$ cat config.mk
export PLATFORM = sky130hd
export DESIGN_NAME = kary_tree_inorder_walker_unit
export DESIGN_NICKNAME = d
export VERILOG_FILES = /design/src/rtl/core/kitw_pkg.sv /design/src/rtl/core/kary_tree_inorder_walker_unit.sv /design/src/rtl/core/kitw_child_unit.sv /design/src/rtl/core/kitw_frame_ram.sv
export VERILOG_INCLUDE_DIRS = /design/src /design/src/rtl/core
export SDC_FILE = /design/constraint.sdc
export NUM_CORES = 2
export LEC_CHECK = 0
export BUFFER_PORTS_ARGS = -buffer_cell sky130_fd_sc_hd__buf_2
export CAP_MARGIN = 20
export CORE_MARGIN = 4
export CORE_UTILIZATION = 60
export DETAILED_ROUTE_END_ITERATION = 6
export PLACE_DENSITY = 0.89
export SYNTH_ARGS = -nofsm -noshare
export SYNTH_HDL_FRONTEND = slang
export SYNTH_SLANG_ARGS = --single-unit
$ cat constraint.sdc
create_clock -name clock -period 9.41 [get_ports clock]
set_clock_uncertainty 0.05 [all_clocks]
set_input_delay 2.3525 -clock clock [delete_from_list [all_inputs] [get_ports clock]]
set_output_delay 2.3525 -clock clock [all_outputs]
set_load 0.005 [all_outputs]
$ cat src/rtl/core/kary_tree_inorder_walker_unit_defines.svh
// Assertion macros shared by the k-ary tree walker RTL.
// Depends on nothing; included by files that carry concurrent checks.
`ifndef KARY_TREE_INORDER_WALKER_UNIT_DEFINES_SVH
`define KARY_TREE_INORDER_WALKER_UNIT_DEFINES_SVH

`ifndef SYNTHESIS
// Check a property on every rising edge outside reset.
`define KITW_ASSERT(label, clk, rst, prop) \
   label: assert property (@(posedge clk) disable iff (rst) prop) \
      else $error("kitw assertion failed");
// Check a property on every rising edge, reset included.
`define KITW_ASSERT_NORST(label, clk, prop) \
   label: assert property (@(posedge clk) prop) \
      else $error("kitw assertion failed");
`else
`define KITW_ASSERT(label, clk, rst, prop)
`define KITW_ASSERT_NORST(label, clk, prop)
`endif

`endif

$ cat src/rtl/core/kitw_pkg.sv
// Types, register codes and constants for the k-ary tree in-order walker.
// Depends on nothing; used by every module of the walker.
`default_nettype none

package kitw_pkg;

   localparam int STACK_DEPTH_DEF = 32;
   localparam int INDEX_WIDTH_DEF = 32;

   localparam int FIELD_WIDTH    = 32;
   localparam int FANOUT_WIDTH   = 16;
   localparam int NC_WIDTH       = 17;
   localparam int CSR_ADDR_WIDTH = 3;
   localparam int CSR_DATA_WIDTH = 32;

   localparam logic [FANOUT_WIDTH-1:0] MIN_FANOUT   = 16'd2;
   localparam logic [FANOUT_WIDTH-1:0] FANOUT_RESET = 16'd2;

   // Request actions
   localparam logic ACTION_START = 1'b0;
   localparam logic ACTION_NEXT  = 1'b1;

   // Register word indexes
   localparam logic [0:0] REG_NODE_COUNT = 1'b0;
   localparam logic [0:0] REG_FANOUT     = 1'b1;

   typedef struct packed {
      logic                   action;
      logic [FIELD_WIDTH-1:0] root_index;
   } req_type;

   typedef struct packed {
      logic [FIELD_WIDTH-1:0] node_index;
      logic                   exhausted;
   } rsp_type;

   // Number of children walked before the node: ceil(k/2).
   function automatic logic [NC_WIDTH-1:0] half_of(input logic [FANOUT_WIDTH-1:0] k);
      logic [NC_WIDTH-1:0] sum;
      sum = {1'b0, k} + NC_WIDTH'(1);
      return sum >> 1;
   endfunction

endpackage

`default_nettype wire

$ cat src/rtl/core/kary_tree_inorder_walker_unit.sv
// Top level of the k-ary heap tree in-order walker: CSRs, sequencer, frame stack.
// Depends on kitw_pkg, kitw_child_unit, kitw_frame_ram and the defines header.
//
//   channel | direction | handshake            | payload
//   --------+-----------+----------------------+-----------------------------
//   req     | in        | req_valid/req_ready  | kitw_pkg::req_type
//   rsp     | out       | rsp_valid/rsp_ready  | kitw_pkg::rsp_type
//   csr     | in/out    | psel/penable, pready | paddr, pwdata, prdata
//
// A start beat is accepted in idle and yields no response. A next beat goes to
// evaluate; a child probe forms the product there, then adds and compares in
// compare; a pop refilling the top frame from the frame RAM passes through load
// (the last pop does not); a node or exhaustion goes out via the result state.
// Sync reset clears sequencer, stack level, response valid; sets CSR defaults.
// req_ready is high only in idle; a stalled response blocks the next hand-off.
`default_nettype none

`include "kary_tree_inorder_walker_unit_defines.svh"

module kary_tree_inorder_walker_unit #(
   parameter int STACK_DEPTH = kitw_pkg::STACK_DEPTH_DEF,
   parameter int INDEX_WIDTH = kitw_pkg::INDEX_WIDTH_DEF
) (
   input  wire logic                                clock,
   input  wire logic                                reset,
   // request channel
   input  wire logic                                req_valid,
   output logic                                     req_ready,
   input  wire kitw_pkg::req_type                   req_data,
   // response channel
   output logic                                     rsp_valid,
   input  wire logic                                rsp_ready,
   output kitw_pkg::rsp_type                        rsp_data,
   // configuration port
   input  wire logic                                psel,
   input  wire logic                                penable,
   input  wire logic                                pwrite,
   input  wire logic [kitw_pkg::CSR_ADDR_WIDTH-1:0] paddr,
   input  wire logic [kitw_pkg::CSR_DATA_WIDTH-1:0] pwdata,
   output logic      [kitw_pkg::CSR_DATA_WIDTH-1:0] prdata,
   output logic                                     pready
);

   localparam int LVL_W   = $clog2(STACK_DEPTH + 1);
   localparam int ADDR_W  = $clog2(STACK_DEPTH);
   localparam int NC_W    = kitw_pkg::NC_WIDTH;
   localparam int FAN_W   = kitw_pkg::FANOUT_WIDTH;
   localparam int FRAME_W = INDEX_WIDTH + NC_W + 1;

   // Sequencer codes
   localparam logic [2:0] ST_IDLE   = 3'd0;
   localparam logic [2:0] ST_EVAL   = 3'd1;
   localparam logic [2:0] ST_CMP    = 3'd2;
   localparam logic [2:0] ST_LOAD   = 3'd3;
   localparam logic [2:0] ST_RESULT = 3'd4;

   logic [2:0]             state_ff, state_in;
   logic [LVL_W-1:0]       level_ff, level_in;
   logic [INDEX_WIDTH-1:0] top_node_ff, top_node_in;
   logic [NC_W-1:0]        top_nc_ff, top_nc_in;
   logic                   top_emit_ff, top_emit_in;
   logic [kitw_pkg::FIELD_WIDTH-1:0] res_node_ff, res_node_in;
   logic                   res_exh_ff, res_exh_in;
   logic                   rsp_valid_ff, rsp_valid_in;
   kitw_pkg::rsp_type      rsp_data_ff, rsp_data_in;
   logic [INDEX_WIDTH-1:0] node_count_ff, node_count_in;
   logic [FAN_W-1:0]       fanout_ff, fanout_in;

   logic [FAN_W-1:0]       eff_k;
   logic [NC_W-1:0]        half;
   logic [NC_W-1:0]        limit;
   logic                   emit_now;
   logic                   group_done;
   logic                   csr_wr;

   logic                   child_go;
   logic [INDEX_WIDTH-1:0] child_index;
   logic                   child_exists;

   logic                   ram_we;
   logic [ADDR_W-1:0]      ram_waddr;
   logic [FRAME_W-1:0]     ram_wdata;
   logic                   ram_re;
   logic [ADDR_W-1:0]      ram_raddr;
   logic [FRAME_W-1:0]     ram_rdata;
   logic [LVL_W-1:0]       level_m1;
   logic [LVL_W-1:0]       level_m2;

   // ---------------------------------------------------------------- CSRs
   assign pready = 1'b1;
   assign csr_wr = psel && penable && pwrite && pready;

   always_comb begin
      node_count_in = node_count_ff;
      fanout_in     = fanout_ff;
      if (csr_wr) begin
         unique case (paddr[2])
            kitw_pkg::REG_NODE_COUNT: node_count_in = pwdata[INDEX_WIDTH-1:0];
            kitw_pkg::REG_FANOUT:     fanout_in     = pwdata[FAN_W-1:0];
            default:                  node_count_in = node_count_ff;
         endcase
      end
   end

   always_comb begin
      unique case (paddr[2])
         kitw_pkg::REG_NODE_COUNT: prdata = kitw_pkg::CSR_DATA_WIDTH'(node_count_ff);
         kitw_pkg::REG_FANOUT:     prdata = kitw_pkg::CSR_DATA_WIDTH'(fanout_ff);
         default:                  prdata = '0;
      endcase
   end

   // Clamp fanout of 0 or 1 up to 2 so the depth stays bounded.
   assign eff_k = (fanout_ff < kitw_pkg::MIN_FANOUT) ? kitw_pkg::MIN_FANOUT : fanout_ff;
   assign half  = kitw_pkg::half_of(eff_k);

   // ------------------------------------------------------ top-frame decode
   // Emit the node once its before-group is walked; otherwise pick the
   // group bound and close the frame when the child number runs past it.
   assign emit_now   = (top_nc_ff > half) && !top_emit_ff;
   assign limit      = (top_nc_ff <= half) ? half : NC_W'(eff_k);
   assign group_done = top_nc_ff > limit;

   assign level_m1  = level_ff - LVL_W'(1);
   assign level_m2  = level_ff - LVL_W'(2);
   assign ram_waddr = level_m1[ADDR_W-1:0];
   assign ram_raddr = level_m2[ADDR_W-1:0];

   // --------------------------------------------------------- sequencer
   always_comb begin
      state_in     = state_ff;
      level_in     = level_ff;
      top_node_in  = top_node_ff;
      top_nc_in    = top_nc_ff;
      top_emit_in  = top_emit_ff;
      res_node_in  = res_node_ff;
      res_exh_in   = res_exh_ff;
      rsp_valid_in = rsp_valid_ff;
      rsp_data_in  = rsp_data_ff;
      child_go     = 1'b0;
      ram_we       = 1'b0;
      ram_wdata    = {top_node_ff, top_nc_ff + NC_W'(1), top_emit_ff};
      ram_re       = 1'b0;

      // Drop the response once the consumer takes it.
      if (rsp_valid_ff && rsp_ready) begin
         rsp_valid_in = 1'b0;
      end

      unique case (state_ff)
         ST_IDLE: begin
            if (req_valid) begin
               if (req_data.action == kitw_pkg::ACTION_START) begin
                  // Discard any walk in progress and open the root frame.
                  level_in    = LVL_W'(1);
                  top_node_in = req_data.root_index[INDEX_WIDTH-1:0];
                  top_nc_in   = NC_W'(1);
                  top_emit_in = 1'b0;
               end else begin
                  state_in = ST_EVAL;
               end
            end
         end
         ST_EVAL: begin
            if (level_ff == '0) begin
               res_node_in = '0;
               res_exh_in  = 1'b1;
               state_in    = ST_RESULT;
            end else if (emit_now) begin
               top_emit_in = 1'b1;
               res_node_in = kitw_pkg::FIELD_WIDTH'(top_node_ff);
               res_exh_in  = 1'b0;
               state_in    = ST_RESULT;
            end else if (group_done) begin
               // Pop; refill the top frame from the RAM if one remains.
               level_in = level_m1;
               if (level_ff >= LVL_W'(2)) begin
                  ram_re   = 1'b1;
                  state_in = ST_LOAD;
               end
            end else begin
               child_go = 1'b1;
               state_in = ST_CMP;
            end
         end
         ST_CMP: begin
            state_in = ST_EVAL;
            if (child_exists) begin
               top_nc_in = top_nc_ff + NC_W'(1);
               // Push only while a frame is free; else skip the subtree.
               if (level_ff < LVL_W'(STACK_DEPTH)) begin
                  ram_we      = 1'b1;
                  top_node_in = child_index;
                  top_nc_in   = NC_W'(1);
                  top_emit_in = 1'b0;
                  level_in    = level_ff + LVL_W'(1);
               end
            end else begin
               // Later children are missing too: skip the rest of the group.
               top_nc_in = limit + NC_W'(1);
            end
         end
         ST_LOAD: begin
            {top_node_in, top_nc_in, top_emit_in} = ram_rdata;
            state_in = ST_EVAL;
         end
         ST_RESULT: begin
            if (!rsp_valid_ff || rsp_ready) begin
               rsp_valid_in           = 1'b1;
               rsp_data_in.node_index = res_node_ff;
               rsp_data_in.exhausted  = res_exh_ff;
               state_in               = ST_IDLE;
            end
         end
         default: begin
            state_in = ST_IDLE;
         end
      endcase
   end

   assign req_ready = (state_ff == ST_IDLE);
   assign rsp_valid = rsp_valid_ff;
   assign rsp_data  = rsp_data_ff;

   always_ff @(posedge clock) begin
      if (reset) begin
         state_ff      <= ST_IDLE;
         level_ff      <= '0;
         rsp_valid_ff  <= 1'b0;
         node_count_ff <= INDEX_WIDTH'(1);
         fanout_ff     <= kitw_pkg::FANOUT_RESET;
      end else begin
         state_ff      <= state_in;
         level_ff      <= level_in;
         rsp_valid_ff  <= rsp_valid_in;
         node_count_ff <= node_count_in;
         fanout_ff     <= fanout_in;
      end
   end

   always_ff @(posedge clock) begin
      top_node_ff <= top_node_in;
      top_nc_ff   <= top_nc_in;
      top_emit_ff <= top_emit_in;
      res_node_ff <= res_node_in;
      res_exh_ff  <= res_exh_in;
      rsp_data_ff <= rsp_data_in;
   end

   // -------------------------------------------------------- submodules
   kitw_child_unit #(
      .INDEX_WIDTH (INDEX_WIDTH)
   ) u_child (
      .clock        (clock),
      .go           (child_go),
      .node         (top_node_ff),
      .fanout       (eff_k),
      .child_num    (top_nc_ff),
      .node_count   (node_count_ff),
      .child_index  (child_index),
      .child_exists (child_exists)
   );

   kitw_frame_ram #(
      .DEPTH       (STACK_DEPTH),
      .FRAME_WIDTH (FRAME_W)
   ) u_frames (
      .clock   (clock),
      .wr_en   (ram_we),
      .wr_addr (ram_waddr),
      .wr_data (ram_wdata),
      .rd_en   (ram_re),
      .rd_addr (ram_raddr),
      .rd_data (ram_rdata)
   );

   // -------------------------------------------------------- assertions
   `KITW_ASSERT_NORST(a_reset_clears, clock, reset |=> (state_ff == ST_IDLE && level_ff == '0 && !rsp_valid_ff))
   `KITW_ASSERT(a_level_bounded, clock, reset, level_ff <= LVL_W'(STACK_DEPTH))
   `KITW_ASSERT(a_start_opens_root, clock, reset, (req_valid && req_ready && req_data.action == kitw_pkg::ACTION_START) |=> (level_ff == LVL_W'(1) && state_ff == ST_IDLE))
   `KITW_ASSERT(a_exhausted_empty, clock, reset, (state_ff == ST_RESULT && res_exh_ff) |-> (level_ff == '0))
   `KITW_ASSERT(a_load_after_pop, clock, reset, (state_ff == ST_LOAD) |-> ($past(state_ff) == ST_EVAL && level_ff != '0))

endmodule

`default_nettype wire

$ cat src/rtl/core/kitw_child_unit.sv
// Shared child-index unit: registered node*fanout product, then add and bound check.
// Depends on kitw_pkg.
`default_nettype none

module kitw_child_unit #(
   parameter int INDEX_WIDTH = kitw_pkg::INDEX_WIDTH_DEF
) (
   input  wire logic                              clock,
   input  wire logic                              go,
   input  wire logic [INDEX_WIDTH-1:0]            node,
   input  wire logic [kitw_pkg::FANOUT_WIDTH-1:0] fanout,
   input  wire logic [kitw_pkg::NC_WIDTH-1:0]     child_num,
   input  wire logic [INDEX_WIDTH-1:0]            node_count,
   output logic      [INDEX_WIDTH-1:0]            child_index,
   output logic                                   child_exists
);

   localparam int PROD_W = INDEX_WIDTH + kitw_pkg::FANOUT_WIDTH;
   localparam int SUM_W  = PROD_W + 1;

   logic [PROD_W-1:0] prod_ff;
   logic [PROD_W-1:0] prod_in;
   logic [SUM_W-1:0]  child_sum;

   assign prod_in = PROD_W'(node) * PROD_W'(fanout);

   // Hold the product for the compare cycle.
   always_ff @(posedge clock) begin
      if (go) begin
         prod_ff <= prod_in;
      end
   end

   assign child_sum    = {1'b0, prod_ff} + SUM_W'(child_num);
   assign child_exists = child_sum < SUM_W'(node_count);
   assign child_index  = child_sum[INDEX_WIDTH-1:0];

endmodule

`default_nettype wire

$ cat src/rtl/core/kitw_frame_ram.sv
// Frame stack storage for the walker: one write port, one registered read port.
// Depends on kitw_pkg for the default depth and frame width.
`default_nettype none

module kitw_frame_ram #(
   parameter int DEPTH       = kitw_pkg::STACK_DEPTH_DEF,
   parameter int FRAME_WIDTH = kitw_pkg::INDEX_WIDTH_DEF + kitw_pkg::NC_WIDTH + 1
) (
   input  wire logic                     clock,
   input  wire logic                     wr_en,
   input  wire logic [$clog2(DEPTH)-1:0] wr_addr,
   input  wire logic [FRAME_WIDTH-1:0]   wr_data,
   input  wire logic                     rd_en,
   input  wire logic [$clog2(DEPTH)-1:0] rd_addr,
   output logic      [FRAME_WIDTH-1:0]   rd_data
);

   logic [FRAME_WIDTH-1:0] mem [DEPTH];
   logic [FRAME_WIDTH-1:0] rd_data_ff;

   always_ff @(posedge clock) begin
      if (wr_en) begin
         mem[wr_addr] <= wr_data;
      end
   end

   always_ff @(posedge clock) begin
      if (rd_en) begin
         rd_data_ff <= mem[rd_addr];
      end
   end

   assign rd_data = rd_data_ff;

endmodule

`default_nettype wire

==> out/metrics.cfg <==
[detailed_routing]
viasPerCell=6.97
wire_per_inst_um=34.3
drcViolationCount=47
drt_iter0_drc=9478
drt_pass1_iterations=7
vias=56000
routed_wirelength_um=276000
antenna_left=0

[layout]
final_core_util_pct=67.4
n_fill_cell=9179
areaGrowthSynthToFinish_pct=11.1
fin_nets=6562
layout-drive-gt1-share_pct=20.1
design_area_mm2=0.102

[worst_hold_path]
min_from=res_node_ff[12]$_SDFFCE_PP0P_
hold-path-cell-count=0
hp-class=flop to flop
whs_endpoint=rsp_data[13]$_DFFE_PP_

[worst_setup_path]
timing_worst_setup_path_type=flop to flop
crit_required_ns=9.95
worstSetupStartpointType=flop
ff2ff_setup_slack_ns=0.37
end_kind=flop
critical_path_arrival_ns=9.58
reg2reg_from=fanout_ff[8]$_SDFFE_PP0P_
worstPathMaxFanout=14
reg2reg_to=u_child.prod_ff[46]$_DFFE_PP_
rr_worst_depth=23

[place]
gp_congestion=0.960
port_buffers=139
placed_cell_area_mm2=0.0956
dp_slack_ns=0.440
dp_hpwl_um=153000

[global_route]
grt.overflow.total=0
antenna_found_initial=16
track_usage_pct=35.3
grt_pass1_vias=57600
grt_max_degree=152
grt_pass1_wl_um=399000

[synth]
synth-main-ff-cell=edfxtp_1
synth_common_cells=edfxtp_1 (1814), nand2_1 (599), inv_1 (565)
post-synth-top-area-cell=edfxtp_1
avgSynthCellArea_um2=16.2
yosys.cell_types.count=90
synth_top_area_share_pct=59.6
synth_edf_count=1814
synthArstFlopShare_pct=0
ys_seq_area_share_pct=60.9
synth.most_common_cell=edfxtp_1
syn-cell-area_mm2=0.0914
yosys_warnings=0
ys_ff_latch=1872
synth_cells=5652
yosys-top-cells-area=edfxtp_1 (60%), mux4_2 (12%), fa_1 (9.2%), ha_1 (2.9%), nand2_1 (2.5%)
synthesis.nets=6359

[run_status]
violations=DRC
outcome=complete, but fails checks

[sta]
fin_crit_sh_pct=96.1
drv_slew=0
hold_viol_final=0
rsz0062_at_grt=no
max_slew_margin_pct=19.9
worstMarginPinSlew_ns=1.20
fin_crit_ns=9.04
fin_tns_setup_ns=0
fin_ws_ns=0.367
fmax_ghz=0.111
setup_viol=0

[floorplanning]
dieArea_mm2=0.159
initial_utilization_pct=60.7
die_x_um=398
boundaryPins=143
core_area_mm2=0.151
die-height_um=398
rows=142

[power]
p_leak_nw=35.7
pwr_density_cell_mw_per_mm2=204
peakVddDrop_mv=0.266
p_total_mw=20.7

[job]
drv_cap=0

[cts]
holdBufCountCts=0
clock_path_buffers=3
cts_tree=yes
h-tree-depth=4
path_clk_slew_ns=0.07
clock_sinks=1872
cts_buffers=175
cts_root_buffer=clkbuf_16
clk_latency_ns=0.85

per-layer routing:
layer  routed length (µm)  global-route usage (%)  part of all wire, %
met1                86800                    43.4                   31
met2               129000                    54.6                   47
met3                37400                    11.6                   14
met4                22100                    21.7                  8.0
met5                  429                    1.48                 0.16
cell usage in the layout (no fill, tap or decap), drive strengths merged, types with 126 or more instances in the layout:
cell type and n:
clkbuf 214, mux4 500, inv 576, edfxtp 1814
a21oi 138, nand2 599, and2 190, buf 309
fa 419, ha 213, nor2 126
power by group:
part | total [mW] | switching [mW] | internal (mW)
registers | 9.46 | 0.136 | 9.32
clock network | 7.25 | 3.31 | 3.94
logic | 3.99 | 2.29 | 1.69
cells by family (layout without fill, tap and decap cells):
| group | Yosys count | count (layout) | synth area share (%) |
|---|---|---|---|
| AO/OA/AOI/OAI | 427 | 427 | 2.96 |
| XOR/XNOR | 120 | 120 | 1.15 |
| adder cells (fa/ha/maj) | 632 | 632 | 12.1 |
| buffers and inverters | 849 | 1201 | 3.54 |
| flip-flops | 1872 | 1872 | 60.9 |
| multiplexers | 603 | 603 | 13.5 |
| other | 1 | 13 | 0.00410 |
| AND/OR/NAND/NOR | 1148 | 1148 | 5.88 |
state kept, by name (all words and copies together), names as in the netlist:
register,flops
level_ff,6
node_count_ff,32
top_node_ff,32
top_nc_ff,17
rsp_valid,1
res_node_ff,32
state_ff,3
fanout_ff,16
rsp_data,33
u_child.prod_ff,48
top_emit_ff,1
u_frames.rd_data,50
u_frames.mem,1600
res_exh_ff,1
critical path, cell delays in order, from the launching register on:
cell	delay [ns]
dfxtp_1	0.32
nor4_1	0.53
nand4_1	0.59
nand2b_2	0.58
buf_4	0.24
nand2_1	0.09
fa_1	0.54
fa_1	0.46
fa_1	0.52
fa_1	0.56
inv_1	0.05
fa_1	0.50
fa_1	0.42
ha_1	0.39
a211o_1	0.34
or3_1	0.33
o2111ai_1	0.24
a21oi_1	0.28
o211ai_1	0.38
o21ai_0	0.21
o41a_1	0.52
a211oi_2	0.29
a21oi_1	0.14
xor2_1	0.15
stage by stage:
step | hold WS, ns | instances
finish | 0.340 | 8032
global route | 0.355 | 8022
CTS | 0.331 | 8011
floorplan | 0.350 | 5652
global placement | 0.352 | 7684
detailed placement | 0.355 | 7685
layout make-up:
type | instances | area (µm²) | area share, %
antenna | 12 | 30.0 | 0.0296
tap | 2016 | 2520 | 2.48
timing repair buffer | 309 | 2500 | 2.46
multi-input combinational | 2931 | 33000 | 32.5
clock inverter | 112 | 1230 | 1.21
clock buffer | 214 | 4550 | 4.47
inverter | 566 | 2120 | 2.09
sequential | 1872 | 55600 | 54.8
worst max path at each step:
stage | startpoint | endpoint
after floorplan | fanout_ff[6]$_SDFFE_PP0P_ | u_frames.rd_data[0]$_DFFE_PP_
after global placement | fanout_ff[1]$_SDFFE_PP1P_ | u_child.prod_ff[46]$_DFFE_PP_
after detailed placement | fanout_ff[1]$_SDFFE_PP1P_ | u_child.prod_ff[46]$_DFFE_PP_
after CTS | fanout_ff[1]$_SDFFE_PP1P_ | u_child.prod_ff[46]$_DFFE_PP_
after global routing | fanout_ff[1]$_SDFFE_PP1P_ | u_child.prod_ff[46]$_DFFE_PP_
final | fanout_ff[8]$_SDFFE_PP0P_ | u_child.prod_ff[46]$_DFFE_PP_
timing repair:
action	4_1_cts	5_1_grt
setup endpoints to repair	0	1
setup buffers	0	0
gates resized for setup	0	1
Power figures use the tool's default switching activity.
